$ cat config.mk
export PLATFORM = sky130hd
export DESIGN_NAME = atc_mix
export DESIGN_NICKNAME = d
export VERILOG_FILES = /design/src/rtl/atc_pkg.sv /design/src/rtl/atc_mix.sv
export SDC_FILE = /design/constraint.sdc
export NUM_CORES = 2
export LEC_CHECK = 0
export ABC_AREA = 1
export BUFFER_PORTS_ARGS = -buffer_cell sky130_fd_sc_hd__buf_2
export CAP_MARGIN = 20
export CORE_MARGIN = 1.5
export CORE_UTILIZATION = 35
export CTS_BUF_LIST = sky130_fd_sc_hd__clkbuf_8 sky130_fd_sc_hd__clkbuf_16
export DETAILED_ROUTE_END_ITERATION = 16
export GPL_TIMING_DRIVEN = 0
export PLACE_DENSITY = 0.59
export SLEW_MARGIN = 20
export SYNTH_ARGS = -nofsm -noshare
export SYNTH_HDL_FRONTEND = slang
export SYNTH_SLANG_ARGS = --single-unit
$ cat constraint.sdc
create_clock -name clk -period 6.1 [get_ports clk]
set_input_delay 0.305 -clock clk [delete_from_list [all_inputs] [get_ports clk]]
set_output_delay 0.305 -clock clk [all_outputs]
set_load 0.1 [all_outputs]
$ cat src/rtl/atc_pkg.sv
// shared constants, types and codes of the audio tail crossfader
package atc_pkg;

    // sizes
    localparam int unsigned STORE_DEPTH  = 1048576;
    localparam int unsigned SAMPLE_WIDTH = 32;
    localparam int unsigned DATA_W       = 32;
    localparam int unsigned OVL_W        = 20;
    localparam int unsigned MS_W         = 32;
    localparam int unsigned ADDR_W       = $clog2(STORE_DEPTH);
    localparam int unsigned FILL_W       = ADDR_W + 1;
    localparam int unsigned FRAC_W       = 16;
    localparam int unsigned GAIN_W       = FRAC_W + 1;
    localparam int unsigned PROD_W       = DATA_W + GAIN_W + 1;
    localparam int unsigned REM_W        = MS_W + 2;

    // constants
    localparam logic [OVL_W-1:0]  OVL_RESET = OVL_W'(6000);
    localparam logic [OVL_W:0]    GUARD_MS  = (OVL_W + 1)'(2000);
    localparam logic [GAIN_W-1:0] GAIN_ONE  = GAIN_W'(1) << FRAC_W;

    // playback phase
    typedef enum logic [1:0] {
        PH_WAITING,
        PH_CHECKING,
        PH_PREPARING,
        PH_PROCESSING
    } phase_t;

    // sequencer state
    typedef enum logic [2:0] {
        ST_IDLE,
        ST_DECIDE,
        ST_DIV,
        ST_ACT,
        ST_MUL1,
        ST_MUL2,
        ST_ACC,
        ST_EMIT
    } state_t;

    // control of the shared multiply-accumulate unit
    typedef struct packed {
        logic mul;
        logic use_old;
        logic acc_load;
        logic acc_add;
    } mix_ctrl_t;

    // per-word phase decision
    typedef struct packed {
        phase_t phase;
        logic   storing;
        logic   req;
        logic   total_load;
        logic   gain_one;
        logic   div_start;
    } decision_t;

endpackage

$ cat src/rtl/atc_mix.sv
// shared multiply-accumulate unit for the crossfade, truncating toward zero
module atc_mix (
    input  logic                             clk,
    input  atc_pkg::mix_ctrl_t               ctrl,
    input  logic signed [atc_pkg::DATA_W-1:0] cur,
    input  logic signed [atc_pkg::DATA_W-1:0] old,
    input  logic [atc_pkg::GAIN_W-1:0]       gain,
    output logic signed [atc_pkg::DATA_W-1:0] result
);
    import atc_pkg::*;

    localparam logic signed [PROD_W-1:0] ROUND_BIAS = PROD_W'((64'd1 << FRAC_W) - 64'd1);

    logic signed [DATA_W-1:0] opnd;
    logic [GAIN_W-1:0]        wt;
    logic signed [PROD_W-1:0] prod_next, prod_reg;
    logic signed [PROD_W-1:0] acc_next, acc_reg;
    logic signed [PROD_W-1:0] biased, shifted;

    // operand select and product
    always_comb
    begin
        opnd      = ctrl.use_old ? old : cur;
        wt        = ctrl.use_old ? gain : GAIN_ONE - gain;
        prod_next = opnd * $signed({1'b0, wt});
    end

    // accumulator update
    always_comb
    begin
        acc_next = acc_reg;
        if (ctrl.acc_load)
        begin
            acc_next = prod_reg;
        end
        else if (ctrl.acc_add)
        begin
            acc_next = acc_reg + prod_reg;
        end
    end

    // product and accumulator registers
    always_ff @(posedge clk)
    begin
        if (ctrl.mul)
        begin
            prod_reg <= prod_next;
        end
        acc_reg <= acc_next;
    end

    // divide by 2^16 toward zero
    always_comb
    begin
        biased  = acc_reg[PROD_W-1] ? acc_reg + ROUND_BIAS : acc_reg;
        shifted = biased >>> FRAC_W;
        result  = shifted[DATA_W-1:0];
    end

endmodule
Word level (Yosys, flattened, before mapping)
Cells that the tools add are included.
{ "totals": {"in_bits": 86, "output_inout_bits": 32, "word_cells": 12, "ff_bits": 100} }
{ "op_classes": {"multipliers": 1, "mux": 5, "reduce_logical": 1, "add_sub_neg": 3} }
{ "ops": {"columns": ["cell", "n"], "rows": [
  ["$mux 50", 2],
  ["$add 50x50->50", 1],
  ["$mul 32x18->50", 1],
  ["$add 48x17->48 const B", 1],
  ["$mux 48", 1],
  ["$mux 32", 1],
  ["$mux 17", 1],
  ["$sub 17x17->17 const A", 1],
  ["$reduce_bool 2->1", 1]
]} }

Logic depth before layout (Yosys ltp)
{ "logic_depth": {"ltp_word": 3, "mapped_depth": 37, "ltp_nobuf": 35} }

Worst setup path before layout
No wires, ideal clock.
{ "synth_timing": {"path_kind": "input to register", "start": "in gain[0] in the netlist's numbering", "end": "reg prod_reg[42], data pin", "arrival_time_ns": 6.150, "required_time_ns": 5.847, "setup_ns": 0.253, "n_path_buf": 2, "slack_ns": -0.302, "cell_stages": 28, "cell_sequence": "buf_6 clkinv_4 ha_1 nand2_1 nor3_2 o21ai_0 nand2_1 inv_1 buf_2 nor2_1 inv_1 fa_1 inv_1 fa_1 fa_1 fa_1 fa_1 inv_1 fa_1 inv_1 ha_1 nand2_1 nor2_1 inv_1 nor4_1 nand3_1 nand4_1 nand2_1"} }
{ "synth_via": {"elab_chain_cells": 3} }
{ "synth_lines": {"columns": ["item", "line", "rtl"], "rows": [
  ["from (decl)", "atc_mix.sv:7", "input logic [atc_pkg::GAIN_W-1:0] gain,"],
  ["$sub 17x17->17", "atc_mix.sv:24", "wt = ctrl.use_old ? gain : GAIN_ONE - gain;"],
  ["$mux 17 *", "atc_mix.sv:24", null],
  ["$mul 32x18->50 *", "atc_mix.sv:25", "prod_next = opnd * $signed({1'b0, wt});"],
  ["named net prod_next[42]", "atc_mix.sv:16", "logic signed [PROD_W-1:0] prod_next, prod_reg;"],
  ["to (signal assigned)", "atc_mix.sv:47", "prod_reg <= prod_next;"],
  ["to (decl)", "atc_mix.sv:16", null]
]} }
Mark *: on every way through the listed nets, which the timed path passes. The rest lies on a longest branch.
A chain may end at the register's enable or synchronous reset.

Final worst setup path
{ "layout_timing": {"start": "in gain[0] in the netlist's numbering", "end": "reg prod_reg[44], data pin"} }
Same word-level chain as after synthesis.

==> results.ini <==
[status]
status = finished with violations
violations = setup timing

[sta]
rsz0062_at_grt = true
tightest_slew_ns = 1.05
tns_ns = -1.73
setup_slack_ns = -0.152
min_period_over_period_pct = 102
fmax_mhz = 160
maxSlewViolCount = 0
finalHoldViolations = 0
period_minus_slack_ns = 6.25
setup_viol = 20
clock_skew_ns = 0.0146
slew_headroom_pct = 29.8

[cells_and_area]
layout_commonest_cell = nand2_1
final_cell_mix = nand2_1, inv_1, fa_1
drive_gt1_share_pct = 21.1
antenna_cells = 0
final_util_pct = 42.8
area_growth_syn_to_layout_pct = 20.8
multiInputGateArea_mm2 = 0.0243
register_area_mm2 = 0.00300
layout.nets = 4977
fill_cells = 8270

[synth]
syn_area_per_cell_um2 = 7.40
syn_area_mm2 = 0.0292
async_reset_ff_share_pct = 0
ys.flop_type = edfxtp_1
synth_seq_area_share_pct = 10.3
syn_inst = 3946
synth.yosys.warnings = 0
synth-edff-count = 100
syn_nets = 4722
synth-seq-cells = 100
synth_cell_types = 48

[place]
gp_congestion = 1.03
post-dp-hpwl_um = 84800
numPortBuffers = 116

[die]
die_h_um = 292
die-area_mm2 = 0.0852
io_pins = 118
start_util_pct = 35.5
design.core.area_mm2 = 0.0824
die-width_um = 292
std_cell_rows = 105

[critical_path]
startpoint_type = primary input
end_kind = flop
cpMaxStageDelayCell = fa_2
path_class = in2reg
reg2reg_from = prod_reg[0]
cp_slowest_stage_delay_ns = 0.60
reg2regPathDepth = 15
rrSetupSlack_ns = 3.09
cp.required_ns = 6.22
cp_max_fo = 5
cp.arrival_ns = 6.37
r2r_end = acc_reg[26]

[clock_network]
cts.sinks = 100
cts.htree.levels = 3
cts_tree = built
ctsLongestPathBuffers = 2
cts_buffers = 9
clk_latency_ns = 0.38
clk_pin_slew_ns = 0.08
root_buffer = clkbuf_16

[detailed_routing]
drt_wl_total_um = 102000
dr_wl_met3_um = 5970
top_layer = met5
met1_length_um = 42200
dr.pass1.iters = 5
drcViolationCount = 0
wire_per_inst_um = 19.3
drt-initial-drc-count = 1761
vias = 26200
vias_per_cell = 4.97
postRouteAntennaNets = 0
wl_met2_um = 47200

[worst_hold_path]
min-delay-start = ctrl[1]
hold_depth = 4
whs_endpoint = acc_reg[28]
hold_class = in2reg

[global_routing]
grt.overflow.total = 0
grt_max_degree = 51
grt_pass1_wl_um = 155000
antenna_found_initial = 1
grt_pass1_vias = 26800
grt_usage_pct = 23.8

[job]
maxCapViolCount = 0

[cell usage after synthesis (all sizes together), types with 34 or more instances]
cell type	instances	area, um^2
nor2	430	1650
edfxtp	100	3000
fa	522	10500
nand4	38	238
clkbuf	38	143
nor3	34	185
o21ai	110	584
a21oi	155	892
ha	168	2100
nand2	995	3790
nand3	146	758
buf	53	337
inv	969	3640
xor2	51	447
[worst max-delay path, delay by kind of cell]
family                     cells  cell delay, ns
adders and majority gates      8            3.60
and+or+nand+nor               12            1.40
buffers and inverters          9            0.82
xor gates and xnor gates       1            0.15
AOI/OAI and AO/OA              1            0.07
[logic make-up (layout without fill, tap and decap cells)]
family / after synthesis / count (layout) / share of synthesized area (%)
XOR/XNOR: 78 / 78 / 2.34
AND/OR/NAND/NOR: 1706 / 1706 / 24.1
flip-flops: 100 / 100 / 10.3
adder cells (fa/ha/maj): 690 / 690 / 43.0
AO/OA/AOI/OAI: 307 / 307 / 6.12
buffers and inverters: 1065 / 1325 / 14.2
[stage by stage]
stage | setup slack [ns] | hold WS [ns] | std cells | instance area [um^2]
global route | -0.371 | 0.482 | 5276 | 35300
floorplan | 0.00444 | 0.417 | 3946 | 29400
CTS | -0.0734 | 0.453 | 5240 | 34100
finish | -0.152 | 0.473 | 5276 | 35300
global placement | -1.61 | 0.552 | 5132 | 31400
detailed placement | -1.64 | 0.562 | 5133 | 31400
[what timing repair did]
| action | CTS | global route |
|---|---|---|
| resized for setup | 468 | 285 |
| hold buffers | 0 | 0 |
| buffers inserted | 87 | 38 |
| pin swaps | 127 | 140 |
| endpoints found under the setup margin | 39 | 36 |
| cloned | 5 | 0 |
| hold endpoints to repair | 0 | 0 |
[area by class of cell]
class                           count  area share [%]
Clock buffer                        9           0.638
Inverter                          974            10.6
Buffer                             89            2.47
Multi-Input combinational cell   2781            68.9
Clock inverter                      7           0.145
Sequential cell                   100            8.51
Tap cell                         1070            3.79
Timing Repair Buffer              245            4.89
Timing Repair inverter              1          0.0177
[layer usage]
layer	track usage, %	up-vias
li1	-	12200
met1	30.4	12700
met2	40.0	980
met3	2.50	270
met4	11.9	2
met5	0	-
[worst max path at each step]
stage / start / endpoint / slack (ns) / cells past startpoint
2_1_floorplan: gain[0] / prod_reg[44] / 0.004 / 30
3_3_place_gp: ctrl[2] / prod_reg[47] / -1.61 / 25
3_5_place_dp: gain[1] / prod_reg[46] / -1.64 / 29
4_1_cts: gain[0] / prod_reg[47] / -0.07 / 34
5_1_grt: gain[0] / prod_reg[47] / -0.37 / 34
6_report: gain[0] / prod_reg[44] / -0.15 / 31
Power is not shown: default switching activity piles up to over one toggle a cycle in this logic, so the estimate is an artifact.
