## src/rtl/atc_pkg.sv

```systemverilog
// shared constants, types and codes of the audio tail crossfader
package atc_pkg;

    // sizes
    localparam int unsigned STORE_DEPTH  = 1048576;
    localparam int unsigned SAMPLE_WIDTH = 32;
    localparam int unsigned DATA_W       = 32;
    localparam int unsigned OVL_W        = 20;
    localparam int unsigned MS_W         = 32;
    localparam int unsigned ADDR_W       = $clog2(STORE_DEPTH);
    localparam int unsigned FILL_W       = ADDR_W + 1;
    localparam int unsigned FRAC_W       = 16;
    localparam int unsigned GAIN_W       = FRAC_W + 1;
    localparam int unsigned PROD_W       = DATA_W + GAIN_W + 1;
    localparam int unsigned REM_W        = MS_W + 2;

    // constants
    localparam logic [OVL_W-1:0]  OVL_RESET = OVL_W'(6000);
    localparam logic [OVL_W:0]    GUARD_MS  = (OVL_W + 1)'(2000);
    localparam logic [GAIN_W-1:0] GAIN_ONE  = GAIN_W'(1) << FRAC_W;

    // playback phase
    typedef enum logic [1:0] {
        PH_WAITING,
        PH_CHECKING,
        PH_PREPARING,
        PH_PROCESSING
    } phase_t;

    // sequencer state
    typedef enum logic [2:0] {
        ST_IDLE,
        ST_DECIDE,
        ST_DIV,
        ST_ACT,
        ST_MUL1,
        ST_MUL2,
        ST_ACC,
        ST_EMIT
    } state_t;

    // control of the shared multiply-accumulate unit
    typedef struct packed {
        logic mul;
        logic use_old;
        logic acc_load;
        logic acc_add;
    } mix_ctrl_t;

    // per-word phase decision
    typedef struct packed {
        phase_t phase;
        logic   storing;
        logic   req;
        logic   total_load;
        logic   gain_one;
        logic   div_start;
    } decision_t;

endpackage

```

## src/rtl/atc_div.sv

```systemverilog
// iterative restoring divider for the q16 fade gain, one quotient bit a cycle
module atc_div (
    input  logic                      clk,
    input  logic                      rst_n,
    input  logic                      start,
    input  logic [atc_pkg::FILL_W-1:0] dividend,
    input  logic [atc_pkg::FILL_W-1:0] divisor,
    output logic                      done,
    output logic [atc_pkg::FRAC_W-1:0] quotient
);
    import atc_pkg::*;

    localparam int unsigned CNT_W = $clog2(FRAC_W + 1);

    logic [FILL_W-1:0] rem_reg, rem_next;
    logic [FILL_W-1:0] dvs_reg, dvs_next;
    logic [FRAC_W-1:0] quo_reg, quo_next;
    logic [CNT_W-1:0]  cnt_reg, cnt_next;
    logic              done_reg, done_next;
    logic [FILL_W:0]   shifted;
    logic              fits;

    // one shift-compare-subtract step
    always_comb
    begin
        shifted  = {rem_reg, 1'b0};
        fits     = shifted >= {1'b0, dvs_reg};
        rem_next = rem_reg;
        dvs_next = dvs_reg;
        quo_next = quo_reg;
        cnt_next = cnt_reg;
        done_next = 1'b0;
        if (start)
        begin
            rem_next = dividend;
            dvs_next = divisor;
            cnt_next = CNT_W'(FRAC_W);
        end
        else if (cnt_reg != '0)
        begin
            rem_next = fits ? FILL_W'(shifted - {1'b0, dvs_reg}) : FILL_W'(shifted);
            quo_next = {quo_reg[FRAC_W-2:0], fits};
            cnt_next = cnt_reg - CNT_W'(1);
            done_next = (cnt_reg == CNT_W'(1));
        end
    end

    // control registers
    always_ff @(posedge clk or negedge rst_n)
    begin
        if (!rst_n)
        begin
            cnt_reg  <= '0;
            done_reg <= 1'b0;
        end
        else
        begin
            cnt_reg  <= cnt_next;
            done_reg <= done_next;
        end
    end

    // datapath registers
    always_ff @(posedge clk)
    begin
        rem_reg <= rem_next;
        dvs_reg <= dvs_next;
        quo_reg <= quo_next;
    end

    assign done     = done_reg;
    assign quotient = quo_reg;

endmodule

```

## config.mk

```make
export PLATFORM = sky130hd
export DESIGN_NAME = atc_div
export DESIGN_NICKNAME = d
export VERILOG_FILES = /design/src/rtl/atc_pkg.sv /design/src/rtl/atc_div.sv
export SDC_FILE = /design/constraint.sdc
export NUM_CORES = 1
export LEC_CHECK = 0
export BUFFER_PORTS_ARGS = -buffer_cell sky130_fd_sc_hd__buf_2
export CORE_ASPECT_RATIO = 1.25
export CORE_MARGIN = 2
export CORE_UTILIZATION = 60
export CTS_BUF_LIST = sky130_fd_sc_hd__clkbuf_16
export CTS_CLUSTER_SIZE = 8
export DETAILED_ROUTE_END_ITERATION = 10
export GPL_TIMING_DRIVEN = 0
export PLACE_DENSITY = 0.84
export RECOVER_POWER = 25
export REMOVE_ABC_BUFFERS = 1
export SETUP_SLACK_MARGIN = 0.05
export SLEW_MARGIN = 20
export SYNTH_ARGS = -nofsm -noshare
export SYNTH_HDL_FRONTEND = slang
export SYNTH_SLANG_ARGS = --single-unit
```

## constraint.sdc

```tcl
create_clock -name clk -period 6.1 [get_ports clk]
set_input_delay 0.61 -clock clk [delete_from_list [all_inputs] [get_ports clk]]
set_output_delay 0.61 -clock clk [all_outputs]
set_load 0.005 [all_outputs]
```

# After elaboration in Yosys (flattened, before gate mapping)
# Index checks and enable logic that the tools add are counted.
# word_totals
wordCells	20
out_inout_bits	17
regBits	64
inputBits	45
# classes
reduce_logical	3
addsub	2
bitwise_logic	1
n_mux	7
eq_ne	1
magnitude_cmp	1
# op_table
operator	n
$mux 21	3
$ge 22x21->1	1
$sub 21x21->21	1
$mux 5	2
$eq 5x1->1 const B	1
$reduce_bool 5->1	1
$sub 5x1->5 const B	1
$mux 1	2
$reduce_and 2->1	1
$reduce_bool 2->1	1
$not 1->1	1

# Logic depth before layout (Yosys ltp)
# Gate-level depths: netlist of the first run.
# logic_depth
depth_word	4
ltp_mapped	13
depth_no_buf	11

# Worst setup path after synthesis of the first run
# No wires, ideal clock.
# synth_path
kind	register -> register
from	register rem_reg[0]
to	register rem_reg[15] (data pin)
synth_period_minus_slack_ps	2756
setup_slack_ps	3344
stages_incl_launch_ff	12
t_arrival_ps	2496
required_time_ps	5840
setup_ps	260
path_cell_list	edfxtp_1 inv_1 fa_1 nor2b_1 o21ai_1 a21oi_1 o211ai_2 a211oi_4 nor2_8 inv_6 mux2_4 mux2_2
# synth_via
elab_chain_cells	4
word_cells_on_any_way	5
classes_between	1 x add/sub; 1 x order compare; 3 x mux
# synth_rtl
item	line	text
start: declaration	atc_div.sv:15	logic [FILL_W-1:0] rem_reg, rem_next;
start signal: assignment	atc_div.sv:66	rem_reg <= rem_next;
$sub 21x21->21 or $ge 22x21->1 (tied branches)	atc_div.sv:41, atc_div.sv:27	
$mux 21 (*)	atc_div.sv:41	rem_next = fits ? FILL_W'(shifted - {1'b0, dvs_reg}) : FILL_W'(shifted);
$mux 21 (*)	atc_div.sv:39	else if (cnt_reg != '0)
$mux 21 (*)	atc_div.sv:33	if (start)
named net rem_next[15]	atc_div.sv:15	
# The timed path passes the listed nets; every way through them passes the cells marked *. The select of a mux whose other input is x is not followed.
# A chain may end at the register's enable or synchronous reset.

# Worst setup path after layout of the first run
# layout_path
from	register rem_reg[0]
to	register rem_reg[3] (data pin)
# Same word-level chain as after synthesis.

==> results.md, run 1 <==
* Post-layout util at 0.732
* GRT Total Usage at 0.226
* Largest net degree at the start of global routing at 66
* Avg WL per Cell at 15.2 um
* Switching power at 871 uW
* Max Fanout on Critical Path at 19
* Initial antenna violation count at 0
* Primary FF master, synth: edfxtp_1
* Leakage power at 0.00199 uW
* CP cell instances: inv_1 -> fa_1 -> nor2b_1 -> o21ai_1 -> a21oi_1 -> o211ai_2 -> a211oi_4 -> nor2_8 -> inv_6 -> mux2_4 -> mux2_2
* Final hold viol count at 0
* Cell Rows at 32
* Fin crit period at 3120 ps
* Core Box Area at 6130 sq um
* Clock Sink Count at 64
* Placed Area at 4130 sq um
* Slowest CP cell: fa_1
* Routed Antenna Nets at 0
* RSZ-0062 raised after global routing: no
* Synth-to-layout area growth at 18.5%
* Synth Register Bits at 64
* I/O pin cnt at 62
* H-tree levels at 3
* Die area at 6960 sq um
* Starting Density at 0.617
* Post-CTS Setup Bufs at 0
* Vias in the first global route at 2636
* CTS tree: done
* Syn Area/Cell at 11.6 sq um
* Post-route clock skew at 4.76 ps
* Critical Path End Type: flop
* Syn Inst Count at 326
* Total negative slack at 0 ps
* Detailed Routing Iterations Pass 1 at 5
* Startpoint Class: flop
* First-pass GRT wire length at 11.8 mm
* Slew Viols, Final at 0
* Die width at 75.0 um
* Total Wirelength at 7.24 mm
* Die Span Y at 92.8 um
* Worst slew pin tran at 818 ps
* Final setup fails at 0
* CP required at 6180 ps
* Share of layout cells above drive strength 1 at 0.270
* Post-layout nets at 457
* Reg2Reg Depth at 11
* Placed insts at 461
* Num CTS Buffers at 9
* Root Buffer: clkbuf_16
* Remaining Overflow, GRT at 0
* MaxCap Viol Count at 0
* Hold Buf Count CTS at 0
* Max Clk Rate at 321 MHz
* Status: completed
* Post-CTS sizing at 0
* R2r endpoint: rem_reg[3]
* Initial DRC count at 115
* Clock power frac at 0.238
* Combinational group share of total power at 0.471
* PortBufs at 61
* Sequential share of the synthesized area at 0.500
* Netlist Area Pre-Place at 3780 sq um
* Crit share post-route at 0.511
* Top delay family on crit path: compound AO/OA/AOI/OAI gates
* Clock-pin slew on the worst setup and hold paths at 50 ps
* Reg2reg start: rem_reg[0]
* # diodes at 0
* Data arrival, critical path at 3200 ps
* Final hold slack at 148 ps
* Finished Layout Cells at 477
* Vias per inst at 5.48
* Finished Cell Area at 4480 sq um
* CP peak stage delay at 450 ps
* Dpl hpwl at 5.07 mm
* Hold Crit Class: primary input to async pin
* R2R setup slack at 2980 ps
* Post-synth EDFFs at 58
* Routability Congestion at 0.816
* Sw frac at 0.353
* Asr flop ratio synth at 0.0938
* Buf/Inv on CP at 2
* Peak VDD IR at 291 uV
* DRC errors left at 0
* Maximum buffer depth of the clock tree at 2
* Distinct cells, synth at 55
* Sequential Power Share at 0.290
* Relative slew slack at 0.454
* Synth warnings at 0
* Cell-internal power at 1600 uW
* Total number of vias at 2614
* Clock Latency Late Sink at 330 ps
* Power per cell area at 551 nW/um^2
* Crit Path Class: flop to flop
## how the worst max path moves through the flow
| stage | slack (ps) | depth (start not counted) | startpoint | to |
|---|---|---|---|---|
| final | 2980 | 11 | rem_reg[0] | rem_reg[3] |
| after global routing | 2810 | 11 | rem_reg[0] | rem_reg[9] |
| after CTS | 2990 | 11 | rem_reg[0] | rem_reg[4] |
| after detailed placement | 3000 | 11 | rem_reg[0] | rem_reg[9] |
| after global placement | 3030 | 11 | rem_reg[0] | rem_reg[4] |
| after floorplan | 3300 | 11 | rem_reg[0] | rem_reg[15] |
## layout make-up
cell class / instances / area, sq um
timing repair buffer: 61 / 307
multi-input combinational: 219 / 1710
sequential: 64 / 1890
fill: 439 / 1640
clock inverter: 7 / 119
inverter: 32 / 125
tap: 85 / 106
clock buffer: 9 / 225
## stage by stage
stage,total power (uW),setup slack (ps)
finish,2470,2980
global route,2630,2810
CTS,2470,2990
detailed placement,1870,3000
global placement,1820,3030
floorplan,1620,3300
## cell usage in the layout, fill, tap and decap left out, types with 3 or more instances in the layout
cell type and count:
a21o_1 13, a21oi_1 20, a221o_1 3, a31oi_1 3, buf_2 59, bufinv_16 3
clkbuf_16 9, dfrtp_1 6, edfxtp_1 58, ha_1 24, inv_1 31, mux2_2 10
mux2_4 8, mux2i_1 3, nand2_1 23, nand3_1 5, nor2_1 17, nor2b_1 7
nor3_1 6, nor3b_1 3, nor4_1 4, o21a_1 3, o21ai_0 5, o21ai_1 6
o31ai_1 3, xnor2_1 10, xor2_1 8
## per-layer routing
layer  wire, um  share of wire  up-vias  GRT usage
li1           -              -     1313          -
met1       3070           0.42     1228      0.271
met4        129          0.018        0     0.0789
met3        277          0.038       13     0.0696
met5          0              0        -          0
met2       3760           0.52       60      0.379
## cell families after synthesis
kind of cell / synth area share
compound gates: 0.133
xor+xnor: 0.0417
fa+ha+maj: 0.0847
buf+inv: 0.0510
flops: 0.500
mux: 0.0695
simple gates: 0.120
## cell usage after synthesis (all sizes together) (6+ instances only)
cell	number	area [sq um]
ha	24	300
edfxtp	58	1740
buf	6	48.8
nand2	23	86.3
nor2	19	87.6
xnor2	10	87.6
dfrtp	6	150
a21oi	21	109
mux2	18	233
xor2	8	70.1
nor2b	7	43.8
o21ai	13	72.6
inv	32	125
nor3	6	30.0
a21o	13	97.6
## power by group through the flow
stage               registers (uW)  logic [uW]  clock network, uW
floorplan                      707         918                  0
global placement               715        1100                  0
detailed placement             724        1140                  0
CTS                            717        1160                597
global route                   735        1280                616
finish                         717        1160                588
## worst register-to-register path, stage by stage, from the launching register on
cell and delay, ps:
edfxtp_1 380, inv_1 80, fa_1 450, nor2b_1 140
o21ai_1 90, a21oi_1 240, o211ai_2 180, a211oi_4 390
nor2_8 110, inv_6 220, mux2_4 330, mux2_2 260
(Power assumes the default switching activity.)
==> inputs of run 2 (changes only) <==
--- a/config.mk
+++ b/config.mk
@@ -5,15 +5,16 @@
 export SDC_FILE = /design/constraint.sdc
 export NUM_CORES = 1
 export LEC_CHECK = 0
+export ABC_AREA = 1
 export BUFFER_PORTS_ARGS = -buffer_cell sky130_fd_sc_hd__buf_2
 export CORE_ASPECT_RATIO = 1.25
 export CORE_MARGIN = 2
-export CORE_UTILIZATION = 60
+export CORE_UTILIZATION = 52
 export CTS_BUF_LIST = sky130_fd_sc_hd__clkbuf_16
 export CTS_CLUSTER_SIZE = 8
 export DETAILED_ROUTE_END_ITERATION = 10
 export GPL_TIMING_DRIVEN = 0
-export PLACE_DENSITY = 0.84
+export PLACE_DENSITY = 0.76
 export RECOVER_POWER = 25
 export REMOVE_ABC_BUFFERS = 1
 export SETUP_SLACK_MARGIN = 0.05
==> constraint.sdc (replaced) <==
create_clock -name clk -period 2.73 [get_ports clk]
set_input_delay 0.273 -clock clk [delete_from_list [all_inputs] [get_ports clk]]
set_output_delay 0.273 -clock clk [all_outputs]
set_load 0.005 [all_outputs]
==> run 2 against run 1 <==
  * Clock power increased by 120%
  * Sequential cell count unchanged
  * Worst hold slack worse by 40 ps
  * Wire length rose by 35%
  * Critical path depth did not move
  * Die area rose by 29%
  * Register-to-register slack lost 2700 ps
  * Sequential share of layout area decreased by 4.1 points
  * Global-route usage is 0.37 points lower
  * Synthesized cell count increased by 59%
  * Critical endpoint is now rem_reg[15]
==> results.md, run 2 <==
* Status: completed
* Syn Area/Cell at 8.26 sq um (-29%)
* Primary FF master, synth: edfxtp_1
* DRC errors left at 0 (unchanged)
* Vias in the first global route at 3442 (+31%)
* Die area at 8990 sq um (+29%)
* Clock power frac at 0.228 (-0.010)
* Post-layout nets at 653 (+43%)
* Final setup fails at 0 (unchanged)
* Clock Latency Late Sink at 340 ps (about the same)
* Placed insts at 667 (+45%)
* Total Wirelength at 9.77 mm (+35%)
* CTS tree: done
* Routability Congestion at 0.863 (+5.7%)
* Finished Layout Cells at 685 (+44%)
* Synth Register Bits at 64 (unchanged)
* Vias per inst at 5.09 (-7.1%)
* Core Box Area at 8100 sq um (+32%)
* # diodes at 0 (unchanged)
* Avg WL per Cell at 14.3 um (-6.0%)
* Die width at 85.2 um (+14%)
* Hold Crit Class: primary input to flop
* GRT Total Usage at 0.223 (-0.00365)
* Clock Sink Count at 64 (unchanged)
* Cell-internal power at 3340 uW (+110%)
* MaxCap Viol Count at 0 (unchanged)
* Dpl hpwl at 6.91 mm (+36%)
* Switching power at 2370 uW (+170%)
* Relative slew slack at 0.333 (-0.121)
* Area contributors post-synth: edfxtp_1 (41%), nand2_1 (15%), inv_1 (7.1%)
* Synth warnings at 0 (unchanged)
* Die Span Y at 105 um (+14%)
* Peak VDD IR at 641 uV (+120%)
* CP required at 2810 ps (-3370 ps)
* Largest net degree at the start of global routing at 46 (-30%)
* Total negative slack at 0 ps (unchanged)
* Root Buffer: clkbuf_16
* Final hold viol count at 0 (unchanged)
* I/O pin cnt at 62 (unchanged)
* Sequential share of the synthesized area at 0.441 (-0.0589)
* Yosys top cell area share at 0.406 (-0.0542)
* Sequential Power Share at 0.275 (-0.015)
* Max Clk Rate at 407 MHz (+27%)
* Slew Viols, Final at 0 (unchanged)
* Most common cell after layout, fill and taps aside: nand2_1
* Sw frac at 0.415 (+0.0628)
* Data arrival, critical path at 2540 ps (-660 ps)
* Min-delay src: divisor[14]
* PortBufs at 61 (unchanged)
* Fin crit period at 2460 ps (-658 ps)
* Initial DRC count at 165 (+43%)
* Detailed Routing Iterations Pass 1 at 5 (unchanged)
* Post-CTS sizing at 0 (unchanged)
* # fillers at 716 (+63%)
* Cell Rows at 37 (+16%)
* CP startpoint: rem_reg[15]
* Maximum buffer depth of the clock tree at 2 (unchanged)
* Critical Path End Type: flop
* Commonest non-fill, non-tap cells in the layout: nand2_1 (168), inv_1 (82), buf_2 (60)
* Worst slew pin tran at 999 ps (+181 ps)
* Routed Antenna Nets at 0 (unchanged)
* Final hold slack at 108 ps (-40.1 ps)
* Combinational group share of total power at 0.497 (+0.026)
* Distinct cells, synth at 37 (-33%)
* H-tree levels at 3 (unchanged)
* R2R setup slack at 270 ps (-2710 ps)
* Clock-pin slew on the worst setup and hold paths at 60 ps (about the same)
* Power per cell area at 1150 nW/um^2 (+110%)
* Netlist Area Pre-Place at 4290 sq um (+13%)
* Max Fanout on Critical Path at 10 (-9)
* Leakage power at 0.00250 uW (+26%)
* Crit Path Class: flop to flop
* Count leader, synth: nand2_1
* Total number of vias at 3488 (+33%)
* Remaining Overflow, GRT at 0 (unchanged)
* Initial antenna violation count at 0 (unchanged)
* Startpoint Class: flop
* Crit share post-route at 0.901 (+0.390)
* Leading cell types by count after synthesis: nand2_1 (168), inv_1 (81), edfxtp_1 (58)
* Post-synth top area cell: edfxtp_1
* RSZ-0062 raised after global routing: no
* Share of layout cells above drive strength 1 at 0.194 (-0.0765)
* Num CTS Buffers at 9 (unchanged)
* Finished Cell Area at 4970 sq um (+11%)
* Reg2reg start: rem_reg[15]
* Asr flop ratio synth at 0.0938 (unchanged)
* Placed Area at 4610 sq um (+12%)
* Post-synth EDFFs at 58 (unchanged)
* Synth-to-layout area growth at 15.9%
* Post-route clock skew at 7.48 ps (+2.72 ps)
* Syn Inst Count at 519 (+59%)
* Starting Density at 0.529 (-0.0883)
* First-pass GRT wire length at 15.7 mm (+33%)
## run 2: area by class of cell
class                      count  area, sq um  area share
multi-input combinational    356         1960       0.395
tap                           97          121      0.0244
inverter                      90          338      0.0680
timing repair buffer          62          314      0.0632
clock buffer                   9          225      0.0453
sequential                    64         1890       0.381
clock inverter                 7          113      0.0227
## run 2: worst paths after layout
check                                    to  cells past startpoint
worst min register to register  quotient[4]                      0
min in group asynchronous        cnt_reg[2]                      2
worst max register to register  rem_reg[15]                     11
worst max-delay path            rem_reg[15]                     11
worst min-delay path            dvs_reg[14]                      1
max in group asynchronous        cnt_reg[0]                      2
## run 2: power by group through the flow
stage                     registers (uW)  logic, uW  clock network, uW
final                               1570       2840               1300
after detailed placement            1580       2780                  0
after floorplan                     1550       2150                  0
after CTS                           1570       2800               1320
after global placement              1560       2710                  0
after global routing                1600       3210               1350
## run 2: timing repair
action                                  CTS  global route
endpoints found under the hold margin     6             0
setup buffers                             0             0
hold buffers                              1             0
endpoints found under the setup margin    0            16
## run 2: cells by family after synthesis
family,after synthesis,share of synthesized area
DFF,64,0.441
AOI/OAI and AO/OA,21,0.0277
buffers and inverters,100,0.102
and+or+nand+nor,299,0.334
adders and majority gates,25,0.0747
xor gates and xnor gates,10,0.0204
## run 2: metal layers
layer / part of all wire / wire length [um] / vias up / track usage
li1: - / - / 1798 / -
met1: 0.42 / 4130 / 1579 / 0.261
met2: 0.52 / 5040 / 94 / 0.391
met3: 0.039 / 377 / 17 / 0.0415
met4: 0.023 / 223 / 0 / 0.0998
met5: 0 / 0 / - / 0
## run 2: critical path, cell delays in order (launching register included)
cell      delay [ps]
edfxtp_1         400
ha_1             400
nand2_2          160
inv_2             40
nand2_1           70
nand3_2           80
nand2_1           80
nand2_2          100
nor2_2           520
nand3b_1         160
nand3_1          130
nand2_1           70
## run 2: per-stage QoR
stage	setup WS [ps]	utilization	total power, uW
after floorplan	630	-	3690
after global placement	179	0.570	4270
after detailed placement	51.3	0.570	4360
after CTS	166	0.613	5680
after global routing	112	0.613	6160
final	271	0.613	5710
